==> src/rtl/core/ccb_pkg.sv <==
// Shared types, character codes and helpers for the C comment blanker.
// Has no dependencies. The front, queue, back and top-level files all use it.
package ccb_pkg;

  // Character codes that the scanner looks for.
  localparam logic [7:0] ChBackslash = 8'h5C;
  localparam logic [7:0] ChDquote    = 8'h22;
  localparam logic [7:0] ChSquote    = 8'h27;
  localparam logic [7:0] ChSlash     = 8'h2F;
  localparam logic [7:0] ChStar      = 8'h2A;
  localparam logic [7:0] ChLf        = 8'h0A;
  localparam logic [7:0] ChCr        = 8'h0D;
  localparam logic [7:0] ChSpace     = 8'h20;

  // Depth of the queue between the front and the back.
  localparam int unsigned QueueDepth = 4;
  localparam int unsigned QueuePtrW  = $clog2(QueueDepth);
  localparam int unsigned QueueCntW  = $clog2(QueueDepth + 1);

  // One-hot scanner modes.
  typedef enum logic [4:0] {
    MODE_CODE  = 5'b00001,
    MODE_STR   = 5'b00010,
    MODE_CHR   = 5'b00100,
    MODE_LINE  = 5'b01000,
    MODE_BLOCK = 5'b10000
  } ccb_mode_e;

  // Work record passed from the front to the back: one or two output bytes.
  typedef struct packed {
    logic [7:0] byte0;
    logic [7:0] byte1;
    logic       two;   // byte1 is sent as well
    logic       last;  // the record closes the text
  } ccb_rec_t;

  // Inside a comment, line breaks are kept and everything else is blanked.
  function automatic logic [7:0] keep_breaks(input logic [7:0] b);
    keep_breaks = (b == ChLf || b == ChCr) ? b : ChSpace;
  endfunction

endpackage

==> src/rtl/core/c_comment_blanker.sv <==
// Channel   Handshake                Payload
// input     in_valid_i / in_stall_o  text_byte_i, end_of_text_i
// output    out_valid_o / out_stall_i out_byte_o, run_last_o, text_done_o
//
// One source byte is taken per cycle while the record queue has room. A byte
// gives zero, one or two output bytes; the output register sends one per
// cycle while out_stall_i is low, so a two-byte record holds the back end until both are sent.
// A record is written into a queue slot and then loaded into the output register.
// Reset (rst_ni, asynchronous, active low) clears the scanner, queue and output.
// Top level of the C comment blanker; depends on ccb_pkg, ccb_front, ccb_queue and ccb_back.
module c_comment_blanker import ccb_pkg::*; (
  input  logic       clk_i,
  input  logic       rst_ni,
  input  logic       in_valid_i,
  output logic       in_stall_o,
  input  logic [7:0] text_byte_i,
  input  logic       end_of_text_i,
  output logic       out_valid_o,
  input  logic       out_stall_i,
  output logic [7:0] out_byte_o,
  output logic       run_last_o,
  output logic       text_done_o
);

  logic     push, full, pop, empty;
  ccb_rec_t push_rec, pop_rec;

  // Scanner and classifier.
  ccb_front u_front (
    .clk_i        (clk_i),
    .rst_ni       (rst_ni),
    .in_valid_i   (in_valid_i),
    .in_stall_o   (in_stall_o),
    .text_byte_i  (text_byte_i),
    .end_of_text_i(end_of_text_i),
    .push_o       (push),
    .push_rec_o   (push_rec),
    .q_full_i     (full)
  );

  // Record queue between the two halves.
  ccb_queue u_queue (
    .clk_i     (clk_i),
    .rst_ni    (rst_ni),
    .push_i    (push),
    .push_rec_i(push_rec),
    .full_o    (full),
    .pop_i     (pop),
    .pop_rec_o (pop_rec),
    .empty_o   (empty)
  );

  // Byte sender.
  ccb_back u_back (
    .clk_i      (clk_i),
    .rst_ni     (rst_ni),
    .pop_o      (pop),
    .pop_rec_i  (pop_rec),
    .empty_i    (empty),
    .out_valid_o(out_valid_o),
    .out_stall_i(out_stall_i),
    .out_byte_o (out_byte_o),
    .run_last_o (run_last_o),
    .text_done_o(text_done_o)
  );

endmodule

==> src/rtl/core/ccb_front.sv <==
// Front end of the C comment blanker: accepts source bytes, tracks the lexical mode
// and turns each byte into a record of zero, one or two output bytes.
// Depends on ccb_pkg.
module ccb_front import ccb_pkg::*; (
  input  logic       clk_i,
  input  logic       rst_ni,
  input  logic       in_valid_i,
  output logic       in_stall_o,
  input  logic [7:0] text_byte_i,
  input  logic       end_of_text_i,
  output logic       push_o,
  output ccb_rec_t   push_rec_o,
  input  logic       q_full_i
);

  ccb_mode_e mode_q, mode_d;
  logic      esc_q, esc_d;
  logic      star_q, star_d;
  logic      held_q, held_d;
  logic      emit0, emit1;
  logic      accept;

  assign in_stall_o = q_full_i;
  assign accept     = in_valid_i && !q_full_i;

  // Scanner: next state and the bytes that this input produces.
  always_comb begin
    mode_d = mode_q;
    esc_d  = esc_q;
    star_d = star_q;
    held_d = held_q;
    emit0  = 1'b0;
    emit1  = 1'b0;
    push_rec_o.byte0 = text_byte_i;
    push_rec_o.byte1 = text_byte_i;
    push_rec_o.last  = end_of_text_i;
    case (mode_q)
      MODE_STR, MODE_CHR: begin
        emit0 = 1'b1;
        if (esc_q) begin
          esc_d = 1'b0;
        end else if (text_byte_i == ChBackslash) begin
          esc_d = 1'b1;
        end else if ((mode_q == MODE_STR && text_byte_i == ChDquote) ||
                     (mode_q == MODE_CHR && text_byte_i == ChSquote)) begin
          mode_d = MODE_CODE;
        end
      end
      MODE_LINE: begin
        emit0 = 1'b1;
        if (text_byte_i == ChLf) begin
          mode_d = MODE_CODE;
        end else begin
          push_rec_o.byte0 = keep_breaks(text_byte_i);
        end
      end
      MODE_BLOCK: begin
        emit0 = 1'b1;
        if (star_q && text_byte_i == ChSlash) begin
          mode_d = MODE_CODE;
          star_d = 1'b0;
          push_rec_o.byte0 = ChSpace;
        end else begin
          star_d = (text_byte_i == ChStar);
          push_rec_o.byte0 = keep_breaks(text_byte_i);
        end
      end
      default: begin
        // Code mode, where a held slash is resolved first.
        mode_d = MODE_CODE;
        if (held_q && (text_byte_i == ChSlash || text_byte_i == ChStar)) begin
          held_d = 1'b0;
          emit0  = 1'b1;
          emit1  = 1'b1;
          push_rec_o.byte0 = ChSpace;
          push_rec_o.byte1 = ChSpace;
          if (text_byte_i == ChSlash) begin
            mode_d = MODE_LINE;
          end else begin
            mode_d = MODE_BLOCK;
            star_d = 1'b0;
          end
        end else begin
          // The held slash, if any, goes out ahead of this byte.
          held_d = 1'b0;
          if (held_q) begin
            emit0 = 1'b1;
            push_rec_o.byte0 = ChSlash;
          end
          if (text_byte_i == ChSlash && !end_of_text_i) begin
            held_d = 1'b1;
          end else begin
            if (held_q) begin
              emit1 = 1'b1;
            end else begin
              emit0 = 1'b1;
            end
            if (text_byte_i == ChDquote) begin
              mode_d = MODE_STR;
              esc_d  = 1'b0;
            end else if (text_byte_i == ChSquote) begin
              mode_d = MODE_CHR;
              esc_d  = 1'b0;
            end
          end
        end
      end
    endcase
    push_rec_o.two = emit1;
  end

  assign push_o = accept && emit0;

  // Scanner state; the end of a text returns it to the reset values.
  always_ff @(posedge clk_i or negedge rst_ni) begin
    if (!rst_ni) begin
      mode_q <= MODE_CODE;
      esc_q  <= 1'b0;
      star_q <= 1'b0;
      held_q <= 1'b0;
    end else if (accept) begin
      if (end_of_text_i) begin
        mode_q <= MODE_CODE;
        esc_q  <= 1'b0;
        star_q <= 1'b0;
        held_q <= 1'b0;
      end else begin
        mode_q <= mode_d;
        esc_q  <= esc_d;
        star_q <= star_d;
        held_q <= held_d;
      end
    end
  end

endmodule

==> src/rtl/core/ccb_queue.sv <==
// Short record queue between the front and the back of the C comment blanker.
// Depends on ccb_pkg.
module ccb_queue import ccb_pkg::*; (
  input  logic     clk_i,
  input  logic     rst_ni,
  input  logic     push_i,
  input  ccb_rec_t push_rec_i,
  output logic     full_o,
  input  logic     pop_i,
  output ccb_rec_t pop_rec_o,
  output logic     empty_o
);

  ccb_rec_t               slot_q [QueueDepth];
  logic [QueuePtrW-1:0]   wr_ptr_q, rd_ptr_q;
  logic [QueueCntW-1:0]   cnt_q;
  logic                   do_push, do_pop;

  assign full_o    = (cnt_q == QueueCntW'(QueueDepth));
  assign empty_o   = (cnt_q == '0);
  assign do_push   = push_i && !full_o;
  assign do_pop    = pop_i && !empty_o;
  assign pop_rec_o = slot_q[rd_ptr_q];

  // Record storage.
  always_ff @(posedge clk_i) begin
    if (do_push) begin
      slot_q[wr_ptr_q] <= push_rec_i;
    end
  end

  // Pointers and fill count.
  always_ff @(posedge clk_i or negedge rst_ni) begin
    if (!rst_ni) begin
      wr_ptr_q <= '0;
      rd_ptr_q <= '0;
      cnt_q    <= '0;
    end else begin
      if (do_push) begin
        wr_ptr_q <= (wr_ptr_q == QueuePtrW'(QueueDepth - 1)) ? '0 : wr_ptr_q + 1'b1;
      end
      if (do_pop) begin
        rd_ptr_q <= (rd_ptr_q == QueuePtrW'(QueueDepth - 1)) ? '0 : rd_ptr_q + 1'b1;
      end
      if (do_push && !do_pop) begin
        cnt_q <= cnt_q + 1'b1;
      end else if (do_pop && !do_push) begin
        cnt_q <= cnt_q - 1'b1;
      end
    end
  end

endmodule

==> src/rtl/core/ccb_back.sv <==
// Back end of the C comment blanker: takes records from the queue and sends
// their bytes one per transfer through an output register. Depends on ccb_pkg.
module ccb_back import ccb_pkg::*; (
  input  logic       clk_i,
  input  logic       rst_ni,
  output logic       pop_o,
  input  ccb_rec_t   pop_rec_i,
  input  logic       empty_i,
  output logic       out_valid_o,
  input  logic       out_stall_i,
  output logic [7:0] out_byte_o,
  output logic       run_last_o,
  output logic       text_done_o
);

  logic       valid_q;
  logic [7:0] byte_q;
  logic       run_last_q, done_q;
  logic       pend_q;        // second byte of the current record still to go
  logic [7:0] pend_byte_q;
  logic       pend_last_q;
  logic       load;

  assign load  = !valid_q || !out_stall_i;
  assign pop_o = load && !pend_q && !empty_i;

  // Output register control.
  always_ff @(posedge clk_i or negedge rst_ni) begin
    if (!rst_ni) begin
      valid_q <= 1'b0;
      pend_q  <= 1'b0;
    end else if (load) begin
      if (pend_q) begin
        valid_q <= 1'b1;
        pend_q  <= 1'b0;
      end else begin
        valid_q <= !empty_i;
        pend_q  <= !empty_i && pop_rec_i.two;
      end
    end
  end

  // Output and pending payload.
  always_ff @(posedge clk_i) begin
    if (load) begin
      if (pend_q) begin
        byte_q     <= pend_byte_q;
        run_last_q <= 1'b1;
        done_q     <= pend_last_q;
      end else begin
        byte_q      <= pop_rec_i.byte0;
        run_last_q  <= !pop_rec_i.two;
        done_q      <= pop_rec_i.last && !pop_rec_i.two;
        pend_byte_q <= pop_rec_i.byte1;
        pend_last_q <= pop_rec_i.last;
      end
    end
  end

  assign out_valid_o = valid_q;
  assign out_byte_o  = byte_q;
  assign run_last_o  = run_last_q;
  assign text_done_o = done_q;

endmodule
==> config.mk <==
export PLATFORM = sky130hd
export DESIGN_NAME = c_comment_blanker
export DESIGN_NICKNAME = d
export VERILOG_FILES = /design/src/rtl/core/ccb_pkg.sv /design/src/rtl/core/c_comment_blanker.sv /design/src/rtl/core/ccb_front.sv /design/src/rtl/core/ccb_queue.sv /design/src/rtl/core/ccb_back.sv
export SDC_FILE = /design/constraint.sdc
export NUM_CORES = 1
export LEC_CHECK = 0
export BUFFER_PORTS_ARGS = -buffer_cell sky130_fd_sc_hd__clkbuf_2
export CAP_MARGIN = 10
export CORE_UTILIZATION = 38
export DETAILED_ROUTE_END_ITERATION = 12
export RECOVER_POWER = 25
export SKIP_CTS_REPAIR_TIMING = 1
export SLEW_MARGIN = 20
export SYNTH_ARGS = -nofsm -noshare
export SYNTH_HDL_FRONTEND = slang
export SYNTH_SLANG_ARGS = --single-unit
==> constraint.sdc <==
create_clock -name clk_i -period 3.3 [get_ports clk_i]
set_clock_uncertainty 0.2 [all_clocks]
set_input_delay 0.66 -clock clk_i [delete_from_list [all_inputs] [get_ports clk_i]]
set_output_delay 0.66 -clock clk_i [all_outputs]
set_load 0.02 [all_outputs]
# Word-level counts from Yosys, hierarchy flattened
# Memory sizes are Yosys's and may differ from the RTL's.
# Index checks and enable logic that the tools add are counted.
[totals]
ff_bits = 36
ram_bits = 72
inputBits = 13
elab_cells = 141
mem_count = 1
[classes]
n_addsub = 4
n_eq_ne = 25
mux = 55
n_bitwise = 1
reduce_logical = 41
[mem_list]
columns = ["name", "words", "word_bits", "read_ports", "rd_ports_with_merged_regs", "write_ports", "line_no", "rtl"]
rows = [
  ["u_queue.slot_q", 4, 18, 1, 0, 1, "ccb_queue.sv:14", "ccb_rec_t slot_q [QueueDepth];"],
]
[op_table]
columns = ["operator", "count"]
rows = [
  ["$mux W8", 8],
  ["$mux W5", 10],
  ["$eq A8 B6 Y1 const B", 4],
  ["$mux W1", 28],
  ["$pmux W8 S3", 1],
  ["$eq A8 B4 Y1 const B", 2],
  ["$logic_and A1 B1 Y1", 15],
  ["$ne A3 B3 Y1 const B", 5],
  ["$pmux W5 S3", 1],
  ["$logic_not A1 Y1", 9],
  ["$mux W3", 3],
  ["$ne A3 B2 Y1 const B", 3],
  ["$eq A8 B7 Y1 const B", 1],
  ["$ne A2 B1 Y1 const B", 3],
  ["$reduce_and A6 Y1", 1],
  ["$eq A5 B2 Y1 const B", 1],
  ["$eq A5 B3 Y1 const B", 1],
  ["$eq A5 B4 Y1 const B", 1],
  ["$eq A5 B5 Y1 const B", 1],
  ["$reduce_and A5 Y1", 1],
  ["$add A2 B1 Y2 const B", 2],
  ["$eq A2 B2 Y1 const B", 2],
  ["$logic_or A1 B1 Y1", 4],
  ["$mux W2", 2],
  ["14 further kinds", 17],
]

# Depth between registers and ports, before layout
# Gate-level depths: netlist of the first run.
[depth]
word_depth = 11
depth_mapped = 11
ltp_nobuf = 10

# Hierarchy
# Synthesis of the first run repeated with hierarchy kept, for this count alone.
[unflattened]
hier_cells = 303
area_unflattened_um2 = 4867.2
[modules_own_cells]
columns = ["module", "instances", "cells_each", "area_per_inst_um2"]
rows = [
  ["ccb_queue", 1, 131, 3046.7],
  ["ccb_front", 1, 132, 1018.5],
  ["ccb_back", 1, 40, 802.0],
]

# Worst setup path before layout of the first run
# OpenSTA, ideal clock, no wires.
[synth_timing]
path_kind = "register to register"
startpoint = "register u_front.mode_q[1]"
endpoint = "register u_queue.cnt_q[2]"
setup_ns = 0.079
arrival_time_ns = 2.738
required_ns = 3.021
path_slack_ns = 0.283
path_stages_with_launch = 11
n_path_buf = 1
period_less_slack_ns = 3.017
cell_sequence = "dfrtp_1 -> buf_2 -> or4b_1 -> a21oi_1 -> o31a_1 -> ha_1 -> inv_1 -> fa_1 -> xor2_1 -> nor2_1 -> xor2_1"
[synth_via]
elab_chain_cells = 8
elab_cells_between_ends = 13
[synth_lines]
columns = ["element", "line_no", "rtl"]
rows = [
  ["from (decl)", "ccb_front.sv:16", "ccb_mode_e mode_q, mode_d;"],
  ["from (signal assigned)", "ccb_front.sv:128", "mode_q <= mode_d;"],
  ["$eq A5 B4 Y1, or another cell as far along", "ccb_front.sv:37", "case (mode_q)"],
  ["$reduce_or A4 Y1 (no source line) (*)", "n/a", ""],
  ["$mux W1 (*)", "ccb_front.sv:37", ""],
  ["$logic_and A1 B1 Y1 (*)", "ccb_front.sv:112", "assign push_o = accept && emit0;"],
  ["$logic_and A1 B1 Y1 (*)", "ccb_queue.sv:21", "assign do_push = push_i && !full_o;"],
  ["net u_queue.do_push", "ccb_queue.sv:17", "logic do_push, do_pop;"],
  ["$logic_not A1 Y1", "ccb_queue.sv:47", "end else if (do_pop && !do_push) begin"],
  ["$logic_and A1 B1 Y1", "ccb_queue.sv:47", ""],
  ["$reduce_bool A2 Y1 (no source line)", "n/a", ""],
  ["to (signal assigned)", "ccb_queue.sv:46", "cnt_q <= cnt_q + 1'b1;"],
  ["to (signal assigned)", "ccb_queue.sv:48", "cnt_q <= cnt_q - 1'b1;"],
  ["to (decl)", "ccb_queue.sv:16", "logic [QueueCntW-1:0] cnt_q;"],
]
# The timed path passes the listed nets; every way through them passes the cells marked *.
# A chain may end at the register's enable or synchronous reset.

# Final worst setup path of the first run
# Same ends and word-level chain as after synthesis.

==> out/qor.csv, run 1 <==
metric,value,unit
status,"finished, final reports clean",
DR DRC count,0,
RSZ-0062 raised after global routing,no,
Synth async-reset ratio,15.7,%
Synth Area in Compound Gates,5.75,%
worst endpoint data arrival time,2.98,ns
"Avg Cell Area, Syn",16.1,um^2
Final HPWL DP,5790,um
leakage power,0.00183,uW
Final GP Congestion,0.828,
minimum clock period,2.91,ns
internal power,2950,uW
Clock Path Buffers,2,
die area,12900,um^2
CTS Root Cell,clkbuf_16,
Starting Density,39.2,%
GRT Total Usage,15.2,%
Non-Filler Instances,501,
DR WL/cell,17.8,um
WP data required,3.36,ns
initial antenna violation count,0,
final instance area,5340,um^2
Via Count,2561,
CTS sink cnt,108,
Starting DRT DRC Count,217,
Chip Width,114,um
post-synthesis sequential area ratio,66.6,%
CP Launch Type,flop,
post-synthesis simple-gate area fraction,9.81,%
worst skew pair latency,0.34,ns
Ys Warns,0,
Post-Route WL,8900,um
Post-synth EDFFs,91,
Routed Antenna Nets,0,
Via density,5.11,
Slew headroom,31.3,%
Post-Synth XOR/XNOR Area,1.29,%
maxcap violations,0,
Worst setup EP type,flop,
Final setup viols,0,
Mapped Cells,295,
Area after DPL,5100,um^2
largest net degree at the start of global routing,22,
Max Clk Rate,343,MHz
"Largest delay share family, worst path",simple AND/OR/NAND/NOR gates,
clock share of power,23.6,%
num ports,25,
HP Class,primary input to asynchronous set/reset pin,
global route overflow,0,
Mapped Nets,315,
Inserted Diodes,0,
clock slew at the register clock pins of the worst setup and hold paths,0.07,ns
Sw Pwr,1210,uW
final max-slew violation count,0,
Yosys cell types,60,
placed insts,485,
Final nets,348,
number of fill cells,1124,
Die Ht,114,um
vias in the first global route,2558,
Pre-Repair DR Iteration Count,4,
core area,12100,um^2
CTS tree,yes,
CP Buf/Inv Count,1,
Gate power share,26.3,%
period utilization,88.3,%
critical path class,flop to flop,
multiplexer share of the synthesized area,11.8,%
Util after Layout,44.1,%
first-pass GRT wire length,14200,um
PortBufs,24,
sequential group share of total power,50.1,%
cell area power density,778,nW/um^2
sequence of cells on the critical path,or4b_1 -> a21oi_1 -> o31a_1 -> ha_1 -> inv_1 -> fa_1 -> xor2_1 -> nor2_1 -> xor2_1,
row cnt,40,
"Top cell by count, worst path",xor2_1,
setup TNS,0,ns
critical path peak fanout,9,
share of post-route cells with drive strength above 1,24.6,%
CTS Buf Count,9,
Sw Ratio,29.1,%
Hold Fails Final Rpt,0,
Mapped Area,4740,um^2
crit-path max cell delay,0.63,ns
CTS H-tree lvls,3,
measured slew at the worst slew-check pin,1.03,ns
Most used DFF post-synth,edfxtp_1,
Crit-path slowest cell,or4b_1,
Synth Register Bits,108,
largest family of logic cells by synthesized area,multiplexers,
layout overhead on the synthesized area,12.6,%
Post-Synth Adder-Cell Area,2.00,%
Peak VDD IR,0.000253,V
final timing paths:
kind	from	slack (ns)	endpoint	cells after the start
min in group clk_i	u_queue.cnt_q[2]$_DFFE_PN0P_	0.32	u_queue.cnt_q[2]$_DFFE_PN0P_	1
setup / recovery	u_front.mode_q[1]$_DFFE_PN0P_	0.39	u_queue.cnt_q[2]$_DFFE_PN0P_	9
setup reg to reg	u_front.mode_q[1]$_DFFE_PN0P_	0.39	u_queue.cnt_q[2]$_DFFE_PN0P_	9
hold / removal	rst_ni	0.27	u_queue.wr_ptr_q[1]$_DFFE_PN0P_	1
hold reg to reg	u_queue.cnt_q[2]$_DFFE_PN0P_	0.32	u_queue.cnt_q[2]$_DFFE_PN0P_	1
max in group asynchronous	rst_ni	2.01	u_back.pend_q$_DFFE_PN0N_	1
logic make-up (layout without fill, tap and decap cells):
family | count (synthesis) | in the layout
adders and majority gates | 7 | 7
xor gates and xnor gates | 7 | 7
and+or+nand+nor | 76 | 76
AOI/OAI and AO/OA | 39 | 39
muxes | 32 | 32
buffers and inverters | 26 | 64
DFF | 108 | 108
cell type report:
class	instances	area, um^2	area share [%]
clock buffer	11	233	4.36
clock inverter	5	37.5	0.703
inverter	8	30.0	0.562
multi-input combinational	161	1460	27.3
sequential	108	3160	59.1
tap	168	210	3.94
timing repair buffer	40	215	4.03
worst register-to-register path, cell delays in order, from the launching register on:
cell,delay (ns)
dfrtp_1,0.48
or4b_1,0.63
a21oi_1,0.21
o31a_1,0.20
ha_1,0.19
inv_1,0.07
fa_1,0.42
xor2_1,0.15
nor2_1,0.11
xor2_1,0.17
routing by layer:
metal / wire length, um / up-vias / global-route usage, %
met5: 0 / - / 0
met1: 4320 / 1282 / 21.0
met4: 131 / 0 / 5.96
met2: 4120 / 49 / 23.2
met3: 332 / 10 / 3.61
li1: - / 1220 / -
state kept, by name (all words and copies together) (netlist names):
register	flops
u_back.out_byte_o	8
u_back.out_valid_o	1
u_back.pend_byte_q	8
u_back.pend_last_q	1
u_back.pend_q	1
u_back.run_last_o	1
u_back.text_done_o	1
u_front.esc_q	1
u_front.held_q	1
u_front.mode_q	5
u_front.star_q	1
u_queue.cnt_q	3
u_queue.rd_ptr_q	2
u_queue.slot_q	72
u_queue.wr_ptr_q	2
stage by stage:
stage          setup slack [ns]  power (uW)  hold slack [ns]
2_1_floorplan             0.283        2880            0.164
3_3_place_gp              0.162        3220            0.276
3_5_place_dp              0.139        3250            0.309
4_1_cts                   0.406        4240           0.0661
5_1_grt                   0.234        4400            0.350
6_report                  0.387        4160            0.268
synthesized netlist by cell type (all sizes together) (2+ instances only):
cell | instances | area (um^2)
a211oi | 3 | 22.5
a21o | 6 | 46.3
a21oi | 3 | 15.0
a311oi | 2 | 17.5
a31oi | 2 | 12.5
and2 | 4 | 25.0
and3 | 4 | 25.0
buf | 7 | 48.8
clkbuf | 10 | 40.0
dfrtp | 16 | 400
edfxtp | 91 | 2730
ha | 6 | 75.1
inv | 8 | 30.0
mux2 | 13 | 146
mux4 | 18 | 405
nand2 | 11 | 43.8
nand2b | 4 | 25.0
nand3 | 4 | 20.0
nand4 | 4 | 25.0
nor2 | 11 | 41.3
nor2b | 7 | 43.8
nor3 | 6 | 30.0
nor3b | 2 | 15.0
nor4 | 3 | 18.8
nor4b | 2 | 23.8
o21a | 2 | 22.5
o21ai | 12 | 60.1
o22ai | 2 | 12.5
o31a | 2 | 17.5
or4 | 3 | 22.5
or4b | 3 | 30.0
xnor2 | 5 | 43.8
xor2 | 2 | 17.5
power by group through the flow:
| stage | clock (uW) | combinational (uW) | sequential (uW) |
|---|---|---|---|
| after global placement | 0 | 1120 | 2110 |
| after detailed placement | 0 | 1130 | 2120 |
| after CTS | 1010 | 1130 | 2090 |
| after floorplan | 0 | 771 | 2110 |
| final | 980 | 1090 | 2080 |
| after global routing | 1070 | 1210 | 2120 |
layout by cell type, fill, tap and decap left out, types with 8 or more instances in the layout:
| master | count |
|---|---|
| o21ai_0 | 10 |
| edfxtp_1 | 91 |
| nor2_1 | 11 |
| clkbuf_2 | 19 |
| clkbuf_1 | 12 |
| dfrtp_1 | 16 |
| nand2_1 | 10 |
| clkbuf_16 | 9 |
| buf_4 | 11 |
| mux2_2 | 10 |
| mux4_2 | 18 |
| inv_1 | 8 |
(Power assumes the default switching activity.)
==> run 2: changes to the inputs <==
- ABC_AREA: not set -> 1
==> out/qor.csv, run 2 <==
metric,value,unit,change
highest routed layer,met4,,
worst endpoint data arrival time,2.69,ns,-0.29 ns
post-synthesis sequential area ratio,65.3,%,-1.3 points
Top reg by flops,u_queue.slot_q,,
first-pass GRT wire length,16200,um,+14%
largest net degree at the start of global routing,39,,+77%
Sw Pwr,1500,uW,+24%
sequential group share of total power,45.6,%,-4.5 points
Via density,4.91,,-4.0%
share of post-route cells with drive strength above 1,13.5,%,-11 points
Final setup viols,0,,unchanged
worst skew pair latency,0.34,ns,about the same
Chip Width,115,um,+0.98%
Starting Density,39.6,%,+0.46 points
top-count cell post-synth,nor2_1,,
Worst setup EP type,flop,,
Final nets,504,,+45%
setup ws final,0.506,ns,+0.119 ns
Sw Ratio,33.9,%,+4.8 points
Util after Layout,44.8,%,+0.66 points
Most used DFF post-synth,edfxtp_1,,
Clock Path Buffers,2,,unchanged
Pre-Repair DR Iteration Count,5,,+1
status,finished with violations,,
Mapped Nets,476,,+51%
most frequent cells in the layout,"nor2_1, edfxtp_1, nand2_1, o21ai_0, inv_1",,
CTS tree,yes,,
Routed Antenna Nets,0,,unchanged
Via Count,3223,,+26%
crit-path max cell delay,1.24,ns,+0.61 ns
failing checks,"max-capacitance violations, max-slew violations",,
Inserted Diodes,0,,unchanged
"Largest delay share family, worst path",buffers and inverters,,
cell area power density,808,nW/um^2,+3.9%
measured slew at the worst slew-check pin,1.73,ns,+0.696 ns
Slew headroom,-15.1,%,-46 points
synth cell count leaders,"nor2_1, edfxtp_1, nand2_1",,
dominant cell type by area after synthesis,edfxtp_1,,
clock share of power,25.2,%,+1.6 points
Post-Route WL,9960,um,+12%
num ports,25,,unchanged
final instance area,5470,um^2,+2.3%
Met1 Wirelength,4750,um,+10%
DR WL/cell,15.2,um,-15%
Gate power share,29.2,%,+2.9 points
layout overhead on the synthesized area,13.0,%,
Synth Register Bits,108,,unchanged
Synth async-reset ratio,15.7,%,unchanged
RSZ-0062 raised after global routing,no,,
Peak VDD IR,0.000261,V,+3.4%
Post-synth EDFFs,91,,unchanged
DR DRC count,0,,unchanged
GRT Total Usage,16.5,%,+1.3 points
Hold Fails Final Rpt,0,,unchanged
CTS Root Cell,clkbuf_16,,
CTS Buf Count,9,,unchanged
wire length on met2,4640,um,+13%
CTS sink cnt,108,,unchanged
register area,3160,um^2,unchanged
minimum clock period,2.79,ns,-0.119 ns
clock slew at the register clock pins of the worst setup and hold paths,0.07,ns,about the same
PortBufs,24,,unchanged
metal3 WL,466,um,+40%
Final HPWL DP,6780,um,+17%
Final GP Congestion,0.855,,+3.2%
critical path class,flop to flop,,
internal power,2920,uW,-0.96%
Largest register FFs,72,,unchanged
Ys Warns,0,,unchanged
leakage power,0.00205,uW,+12%
Crit-path slowest cell,clkbuf_1,,
row cnt,40,,unchanged
Place WS,0.382,ns,+0.243 ns
CP Buf/Inv Count,1,,unchanged
initial antenna violation count,0,,unchanged
Area after DPL,5170,um^2,+1.5%
WP data required,3.19,ns,-0.17 ns
die area,13200,um^2,+2.0%
period utilization,84.7,%,-3.6 points
Yosys cell types,36,,-40%
"most common cell after layout, fill and taps aside",nor2_1,,
Die Ht,115,um,+0.98%
maxcap violations,1,,+1
HP Class,primary input to asynchronous set/reset pin,,
top-area cell type share of the netlist area,56.5,%,-1.1 points
core area,12200,um^2,+0.83%
Starting DRT DRC Count,172,,-21%
Max Clk Rate,358,MHz,+4.3%
Mapped Cells,456,,+55%
setup TNS,0,ns,unchanged
critical path peak fanout,38,,+29
global route overflow,0,,unchanged
sequence of cells on the critical path,clkbuf_1 -> a21oi_1 -> a32o_1 -> or2_2,,
multi-input combinational cell area,1460,um^2,unchanged
final max-slew violation count,39,,+39
number of fill cells,1207,,+7.4%
CTS H-tree lvls,3,,unchanged
Mapped Area,4840,um^2,+2.0%
CP Depth,4,,-5
vias in the first global route,3092,,+21%
synth top area cells,"edfxtp_1, dfrtp_1, nor2_1",,
"Avg Cell Area, Syn",10.6,um^2,-34%
R2R cell count,4,,-5
CP Launch Type,flop,,
==> run 2: cell families after synthesis <==
| group | share of synthesized area (%) |
|---|---|
| flops | 65.3 |
| simple gates | 18.7 |
| fa+ha+maj | 1.96 |
| mux | 0.233 |
| xor+xnor | 0.362 |
| buf+inv | 4.63 |
| compound gates | 8.79 |
==> run 2: worst register-to-register path: cells and delay by family (launching register included) <==
family | cells | cell delay, ns
buf+inv | 1 | 1.24
compound gates | 2 | 0.48
flops | 1 | 0.35
simple gates | 1 | 0.28
==> run 2: final timing paths <==
path | endpoint | start | slack (ns)
max | u_back.run_last_o$_SDFFCE_PP1N_ | u_queue.rd_ptr_q[0]$_DFFE_PN0P_ | 0.51
min | u_front.esc_q$_DFFE_PN0P_ | rst_ni | 0.26
max reg2reg | u_back.run_last_o$_SDFFCE_PP1N_ | u_queue.rd_ptr_q[0]$_DFFE_PN0P_ | 0.51
min reg2reg | u_front.mode_q[0]$_DFFE_PN1P_ | u_front.mode_q[0]$_DFFE_PN1P_ | 0.29
max in group asynchronous | u_queue.cnt_q[0]$_DFFE_PN0P_ | rst_ni | 2.03
min in group clk_i | u_front.mode_q[0]$_DFFE_PN1P_ | u_front.mode_q[0]$_DFFE_PN1P_ | 0.29
==> run 2: power groups by stage <==
stage          logic, uW  clock network (uW)  registers (uW)
2_1_floorplan        824                   0            2120
3_3_place_gp        1300                   0            2040
3_5_place_dp        1330                   0            2050
4_1_cts             1330                1140            2020
5_1_grt             1470                1190            2040
6_report            1290                1110            2010
==> run 2: layer usage <==
metal | vias up | track usage [%]
li1 | 1614 | -
met1 | 1519 | 22.3
met2 | 80 | 26.6
met3 | 10 | 3.00
met4 | 0 | 5.97
met5 | - | 0
==> run 2: cell type report <==
type                    count  area share, %
clock inverters             7           1.72
inverters                  38           2.61
well taps                 168           3.85
multi-input cells         292           26.6
flip-flops and latches    108           57.8
repair buffers             35           3.27
clock buffers               9           4.12
==> run 2: per-stage QoR <==
| step | instances | hold slack (ns) | total power [uW] |
|---|---|---|---|
| floorplan | 456 | 0.164 | 2940 |
| global placement | 641 | 0.271 | 3340 |
| detailed placement | 641 | 0.278 | 3370 |
| CTS | 657 | 0.0761 | 4490 |
| global route | 657 | 0.303 | 4710 |
| finish | 657 | 0.257 | 4420 |
